`src/spms_pkg.sv`:
```
// shared constants, types and sequencer states for the sorted pair median search
package spms_pkg;

	localparam int MAX_LEN = 1024;
	localparam int ADDR_W  = (MAX_LEN > 1) ? $clog2(MAX_LEN) : 1;
	localparam int CNT_W   = $clog2(MAX_LEN + 1);
	localparam int DATA_W  = 32;
	localparam int WIDE_W  = DATA_W + 1;

	// end-of-list stand-ins, one below and one above every 32-bit element
	localparam logic signed [WIDE_W-1:0] LOW_GUARD  = 33'sh1_7FFF_FFFF;
	localparam logic signed [WIDE_W-1:0] HIGH_GUARD = 33'sh0_8000_0000;

	localparam logic [1:0] STATUS_OK      = 2'd0;
	localparam logic [1:0] STATUS_DROPPED = 2'd1;
	localparam logic [1:0] STATUS_NO_PART = 2'd2;

	localparam logic LIST_A = 1'b0;
	localparam logic LIST_B = 1'b1;

	typedef enum logic [2:0] {
		SRCH_IDLE,
		SRCH_SETUP,
		SRCH_MID,
		SRCH_READ,
		SRCH_CMP,
		SRCH_PICK,
		SRCH_OUT
	} srch_state_t;

	// load side to search side
	typedef struct packed {
		logic             launch;
		logic [CNT_W-1:0] count_a;
		logic [CNT_W-1:0] count_b;
	} load_info_t;

	// read addresses for the short and the long list, two taps each
	typedef struct packed {
		logic              swap;
		logic [ADDR_W-1:0] short_lo;
		logic [ADDR_W-1:0] short_hi;
		logic [ADDR_W-1:0] long_lo;
		logic [ADDR_W-1:0] long_hi;
	} rd_req_t;

	typedef struct packed {
		logic [DATA_W-1:0] short_lo;
		logic [DATA_W-1:0] short_hi;
		logic [DATA_W-1:0] long_lo;
		logic [DATA_W-1:0] long_hi;
	} rd_data_t;

	typedef struct packed {
		logic                     valid;
		logic                     fail;
		logic signed [WIDE_W-1:0] twice;
	} res_t;

endpackage

```
`src/spms_search.sv`:
```
// partition search sequencer with its shared compare datapath
module spms_search (
	input  logic                  clk,
	input  logic                  arst_n,
	input  spms_pkg::load_info_t  ld,
	input  spms_pkg::rd_data_t    rdata,
	output spms_pkg::rd_req_t     rd,
	output spms_pkg::res_t        res,
	output logic                  busy
);

	localparam int CW = spms_pkg::CNT_W;
	localparam int WW = spms_pkg::WIDE_W;

	spms_pkg::srch_state_t state_q, state_d;

	logic              swap_q;
	logic [CW-1:0]     ns_q, nl_q, half_q;
	logic              odd_q, fail_q;
	logic signed [CW:0] lo_q, hi_q;
	logic [CW-1:0]     c1_q, c2_q;
	logic              l1_ok_q, r1_ok_q, l2_ok_q, r2_ok_q;
	logic signed [WW-1:0] left_q, right_q;

	logic              swap_d;
	logic [CW-1:0]     ns_d, nl_d;
	logic [CW:0]       total_d;
	logic [CW+1:0]     total_p1;
	logic [CW:0]       mid_sum;
	logic [CW-1:0]     c1_d;
	logic [CW-1:0]     c1_m1, c2_m1;
	logic signed [WW-1:0] l1, r1, l2, r2;
	logic              l1_le_r2, l2_le_r1;
	logic signed [WW:0] twice_w;

	// setup arithmetic
	assign swap_d   = ld.count_a > ld.count_b;
	assign ns_d     = swap_d ? ld.count_b : ld.count_a;
	assign nl_d     = swap_d ? ld.count_a : ld.count_b;
	assign total_d  = {1'b0, ld.count_a} + {1'b0, ld.count_b};
	assign total_p1 = {1'b0, total_d} + {{(CW+1){1'b0}}, 1'b1};

	// lo and hi are both non-negative whenever the midpoint is taken
	assign mid_sum = {1'b0, lo_q[CW-1:0]} + {1'b0, hi_q[CW-1:0]};
	assign c1_d    = mid_sum[CW:1];

	assign c1_m1 = c1_q - {{(CW-1){1'b0}}, 1'b1};
	assign c2_m1 = c2_q - {{(CW-1){1'b0}}, 1'b1};

	assign rd.swap     = swap_q;
	assign rd.short_lo = c1_m1[spms_pkg::ADDR_W-1:0];
	assign rd.short_hi = c1_q[spms_pkg::ADDR_W-1:0];
	assign rd.long_lo  = c2_m1[spms_pkg::ADDR_W-1:0];
	assign rd.long_hi  = c2_q[spms_pkg::ADDR_W-1:0];

	// neighbors with guards past either end
	assign l1 = l1_ok_q ? $signed({rdata.short_lo[31], rdata.short_lo}) : spms_pkg::LOW_GUARD;
	assign r1 = r1_ok_q ? $signed({rdata.short_hi[31], rdata.short_hi}) : spms_pkg::HIGH_GUARD;
	assign l2 = l2_ok_q ? $signed({rdata.long_lo[31], rdata.long_lo}) : spms_pkg::LOW_GUARD;
	assign r2 = r2_ok_q ? $signed({rdata.long_hi[31], rdata.long_hi}) : spms_pkg::HIGH_GUARD;

	assign l1_le_r2 = l1 <= r2;
	assign l2_le_r1 = l2 <= r1;

	assign twice_w = odd_q ? ($signed({left_q[WW-1], left_q}) <<< 1)
	                       : ($signed({left_q[WW-1], left_q}) + $signed({right_q[WW-1], right_q}));

	always_ff @(posedge clk or negedge arst_n) begin
		if (!arst_n) begin
			state_q <= spms_pkg::SRCH_IDLE;
		end else begin
			state_q <= state_d;
		end
	end

	always_comb begin
		state_d   = state_q;
		busy      = 1'b1;
		res.valid = 1'b0;
		res.fail  = fail_q;
		res.twice = twice_w[WW-1:0];
		case (state_q)
			spms_pkg::SRCH_IDLE: begin
				busy = 1'b0;
				if (ld.launch) begin
					state_d = spms_pkg::SRCH_SETUP;
				end
			end
			spms_pkg::SRCH_SETUP: begin
				state_d = (total_d == '0) ? spms_pkg::SRCH_OUT : spms_pkg::SRCH_MID;
			end
			spms_pkg::SRCH_MID: begin
				state_d = (lo_q > hi_q) ? spms_pkg::SRCH_OUT : spms_pkg::SRCH_READ;
			end
			spms_pkg::SRCH_READ: begin
				state_d = spms_pkg::SRCH_CMP;
			end
			spms_pkg::SRCH_CMP: begin
				state_d = (l1_le_r2 && l2_le_r1) ? spms_pkg::SRCH_PICK : spms_pkg::SRCH_MID;
			end
			spms_pkg::SRCH_PICK: begin
				state_d = spms_pkg::SRCH_OUT;
			end
			spms_pkg::SRCH_OUT: begin
				res.valid = 1'b1;
				state_d   = spms_pkg::SRCH_IDLE;
			end
			default: begin
				state_d = spms_pkg::SRCH_IDLE;
			end
		endcase
	end

	// search registers
	always_ff @(posedge clk) begin
		case (state_q)
			spms_pkg::SRCH_SETUP: begin
				swap_q <= swap_d;
				ns_q   <= ns_d;
				nl_q   <= nl_d;
				half_q <= total_p1[CW:1];
				odd_q  <= total_d[0];
				lo_q   <= '0;
				hi_q   <= $signed({1'b0, ns_d});
				fail_q <= (total_d == '0);
			end
			spms_pkg::SRCH_MID: begin
				c1_q <= c1_d;
				c2_q <= half_q - c1_d;
				if (lo_q > hi_q) begin
					fail_q <= 1'b1;
				end
			end
			spms_pkg::SRCH_READ: begin
				l1_ok_q <= (c1_q != '0);
				r1_ok_q <= (c1_q < ns_q);
				l2_ok_q <= (c2_q != '0);
				r2_ok_q <= (c2_q < nl_q);
			end
			spms_pkg::SRCH_CMP: begin
				if (!l1_le_r2) begin
					hi_q <= $signed({1'b0, c1_q}) - $signed({{CW{1'b0}}, 1'b1});
				end else if (!l2_le_r1) begin
					lo_q <= $signed({1'b0, c1_q}) + $signed({{CW{1'b0}}, 1'b1});
				end
			end
			spms_pkg::SRCH_PICK: begin
				left_q  <= (l1 > l2) ? l1 : l2;
				right_q <= (r1 < r2) ? r1 : r2;
			end
			default: begin
			end
		endcase
	end

endmodule

```
`config.mk`:
```
export PLATFORM = sky130hd
export DESIGN_NAME = spms_search
export DESIGN_NICKNAME = d
export VERILOG_FILES = /design/src/spms_pkg.sv /design/src/spms_search.sv
export SDC_FILE = /design/constraint.sdc
export NUM_CORES = 1
export LEC_CHECK = 0
export BUFFER_PORTS_ARGS = -buffer_cell sky130_fd_sc_hd__buf_2
export CAP_MARGIN = 10
export CORE_MARGIN = 2
export CORE_UTILIZATION = 55
export DETAILED_ROUTE_END_ITERATION = 8
export GPL_ROUTABILITY_DRIVEN = 0
export PLACE_DENSITY = 0.89
export RECOVER_POWER = 25
export SLEW_MARGIN = 40
export SYNTH_ARGS = -nofsm -noshare
export SYNTH_HDL_FRONTEND = slang
export SYNTH_SLANG_ARGS = --single-unit
```
`constraint.sdc`:
```
create_clock -name clk -period 5.1 [get_ports clk]
set_input_delay 0.51 -clock clk [delete_from_list [all_inputs] [get_ports clk]]
set_output_delay 0.51 -clock clk [all_outputs]
set_load 0.005 [all_outputs]
```
==> results.py <==
metrics = {
    "run_status": {
        "status": "complete, but fails checks",
        "failed_checks": "max-capacitance violations, max-slew violations",
    },
    "synth": {
        "syn_inst": 1623,
        "synth-edff-count": 152,
        "synth-seq-cells": 155,
        "postSynthAreaPerCell_sq_um": 9.27,
        "synth_area_sq_um": 15000,
        "yosysTopAreaCellShare_pct": 30.3,
        "synth_nets": 2021,
        "synth.distinct_cells": 80,
        "synth_top_cell_by_area": "edfxtp_1",
        "synth_warnings": 0,
        "ys_seq_area_share_pct": 30.8,
        "ys.flop_type": "edfxtp_1",
        "yosys-top-cells-area": "edfxtp_1 30%, ha_1 20%, inv_1 4.3%",
        "async_flop_share_pct": 1.94,
    },
    "setup_path": {
        "path_class": "reg -> reg",
        "end_kind": "flip-flop",
        "worstPathArrival_ns": 4.69,
        "path_max_fanout": 24,
        "startpoint_type": "flip-flop",
        "cp.required_ns": 5.29,
        "path_buf_inv": 2,
        "max_stage_delay_ns": 0.89,
        "crit_family": "compound AO/OA/AOI/OAI gates",
        "path_cells": "nand2b_1 -> inv_1 -> ha_1 -> nand4_1 -> nor2_1 -> a221oi_1 -> o21ai_0 -> a31oi_1 -> o221ai_1 -> a211o_1 -> a31oi_4 -> buf_4 -> mux2_2",
        "cp_slowest_cell": "edfxtp_1",
    },
    "grt": {
        "grt_pass1_vias": 12974,
        "grt_pass1_wl_um": 67000,
        "grt.overflow.total": 0,
        "antenna_found_initial": 1,
        "grt_max_degree": 62,
        "track_usage_pct": 29.9,
    },
    "die": {
        "std_cell_rows": 60,
        "io_pins": 230,
        "core_area_sq_um": 26900,
        "initial_core_util_pct": 56.0,
        "die-area_sq_um": 28700,
        "die-height_um": 169,
        "die_x_um": 169,
    },
    "timing": {
        "worstMarginPinSlew_ns": 2.09,
        "period_minus_slack_ns": 4.51,
        "finalSetupViolations": 0,
        "drv_slew": 37,
        "period_share_pct": 88.3,
        "final_hold_viol_count": 0,
        "fin_setup_tns_ns": 0,
        "rsz0062_at_grt": "no",
        "fin_skew_ns": 0.0159,
        "slew_headroom_pct": -39.6,
        "fmax_mhz": 222,
    },
    "pwr": {
        "p_per_area_nw_per_um2": 445,
        "ir_worst_vdd_mv": 0.331,
        "p_leak_nw": 8.03,
    },
    "clocking": {
        "root_buffer": "clkbuf_16",
        "cts_tree": "done",
        "cts_buffer_depth": 2,
        "clock-sinks": 155,
        "post-cts-setup-buffers": 0,
        "cts_made_buffers": 17,
        "cts_resized": 0,
        "clock_latency_ns": 0.45,
        "hold_buffers": 1,
        "clkTransAtPathRegs_ns": 0.07,
        "h-tree-depth": 4,
    },
    "placement": {
        "dp_cells": 2143,
        "placed_area_sq_um": 16400,
        "io_buffers": 229,
        "dp_hpwl_um": 33900,
    },
    "detailed_routing": {
        "drtPass1Iterations": 6,
        "routed_wl_um": 43700,
        "drtIter0Drc": 1364,
        "drc_errors": 0,
        "wire_per_inst_um": 20.0,
        "vias": 13493,
        "via_per_inst": 6.20,
        "drtAntennaViolNets": 0,
    },
    "layout": {
        "areaGrowthSynthToFinish_pct": 12.8,
        "drive_above_1_share_pct": 18.6,
        "fin_area_sq_um": 17000,
        "nNetsFinal": 2220,
        "regArea_sq_um": 4640,
        "stdcell_count": 2178,
        "fillCellCount": 2030,
        "final_core_util_pct": 63.2,
        "multi_input_comb_area_sq_um": 9410,
    },
    "job": {
        "maxCapViolCount": 1,
    },
    "worst_hold_path": {
        "hp-class": "in -> reg",
    },
}
==> final cells by class <==
type	count	share of cell area, %
multi-input cells	1230	55.4
flip-flops and latches	155	27.3
repair buffers	247	7.54
inverters	171	3.78
well taps	341	2.51
clock buffers	17	2.51
clock inverters	15	0.899
diodes	2	0.0295
==> per-layer routing <==
| metal | GRT usage, % | routed length, um |
|---|---|---|
| met5 | 0 | 0 |
| met4 | 14.9 | 2130 |
| met3 | 4.31 | 4340 |
| met2 | 51.9 | 20900 |
| met1 | 36.4 | 16300 |
==> synth_stat cells (all sizes together), types with 4 or more instances <==
| cell type | instances |
|---|---|
| xnor2 | 42 |
| a21o | 66 |
| o21a | 15 |
| o31ai | 6 |
| a221o | 4 |
| and2 | 6 |
| a211oi | 9 |
| a31oi | 9 |
| nor2 | 71 |
| o211ai | 6 |
| nand4 | 29 |
| a21boi | 4 |
| o22ai | 4 |
| nor2b | 24 |
| and3 | 8 |
| fa | 4 |
| buf | 32 |
| nor4 | 9 |
| or3 | 10 |
| nand2 | 160 |
| or2 | 6 |
| nor3 | 27 |
| clkbuf | 35 |
| nand3 | 18 |
| xor2 | 42 |
| a211o | 4 |
| mux2 | 56 |
| o21ai | 79 |
| mux2i | 35 |
| nor4b | 5 |
| inv | 171 |
| o21bai | 11 |
| nand2b | 75 |
| ha | 241 |
| edfxtp | 152 |
| a21oi | 97 |
==> final timing paths <==
check                              start          to  slack (ns)  depth (start not counted)
min in group asynchronous         arst_n  state_q[0]        0.48                          2
worst min register to register  c2_q[10]     l2_ok_q        0.65                          1
max in group asynchronous         arst_n  state_q[2]        4.46                          2
worst max-delay path             l2_ok_q  left_q[11]        0.59                         13
worst min-delay path              ld[22]  state_q[0]        0.41                          3
worst max register to register   l2_ok_q  left_q[11]        0.59                         13
==> stage by stage <==
stage / worst slack [ns] / power [mW] / hold WS, ns
2_1_floorplan: 0.638 / 5.03 / 0.214
3_3_place_gp: 0.850 / 5.96 / 0.307
5_1_grt: 0.533 / 8.04 / 0.441
4_1_cts: 0.774 / 7.50 / 0.395
6_report: 0.594 / 7.56 / 0.410
3_5_place_dp: 0.800 / 6.17 / 0.309
==> cell families (layout without fill, tap and decap cells) <==
group	count (synthesis)	count (layout)	synth area share (%)
and+or+nand+nor	469	469	15.8
AOI/OAI and AO/OA	340	340	14.6
adders and majority gates	246	246	20.6
buffers and inverters	238	450	6.74
DFF	155	155	30.8
muxes	91	91	6.54
xor gates and xnor gates	84	84	4.89
other	0	2	0
==> flip-flops by register name, indices dropped and copies added, names as in the netlist <==
name,cells
left_q,33
right_q,33
hi_q,12
lo_q,12
c1_q,11
c2_q,11
half_q,11
nl_q,11
ns_q,11
state_q,3
fail_q,1
l1_ok_q,1
l2_ok_q,1
odd_q,1
r1_ok_q,1
r2_ok_q,1
swap_q,1
==> cells in the final DEF, fill, tap and decap left out, types with 24 or more instances in the layout <==
| master | Yosys | layout |
|---|---|---|
| a21o_1 | 66 | 66 |
| a21oi_1 | 96 | 96 |
| buf_2 | 3 | 220 |
| edfxtp_1 | 152 | 152 |
| ha_1 | 241 | 241 |
| inv_1 | 171 | 171 |
| mux2_2 | 56 | 56 |
| mux2i_1 | 34 | 34 |
| nand2_1 | 160 | 160 |
| nand2b_1 | 75 | 75 |
| nand4_1 | 29 | 29 |
| nor2_1 | 71 | 71 |
| nor2b_1 | 24 | 24 |
| nor3_1 | 27 | 27 |
| o21ai_0 | 77 | 77 |
| xnor2_1 | 42 | 42 |
| xor2_1 | 42 | 42 |
==> report_power, final <==
part	leakage, nW	switching (mW)	internal, mW
Clock	0.275	0.637	0.653
Sequential	1.43	0.351	1.95
Combinational	6.33	2.30	1.67
==> tightest hold or removal path, cell delays in order <==
cell and delay, ns:
buf_2 0.12, inv_1 0.05, o221ai_1 0.11
Power figures use the tool's default switching activity.
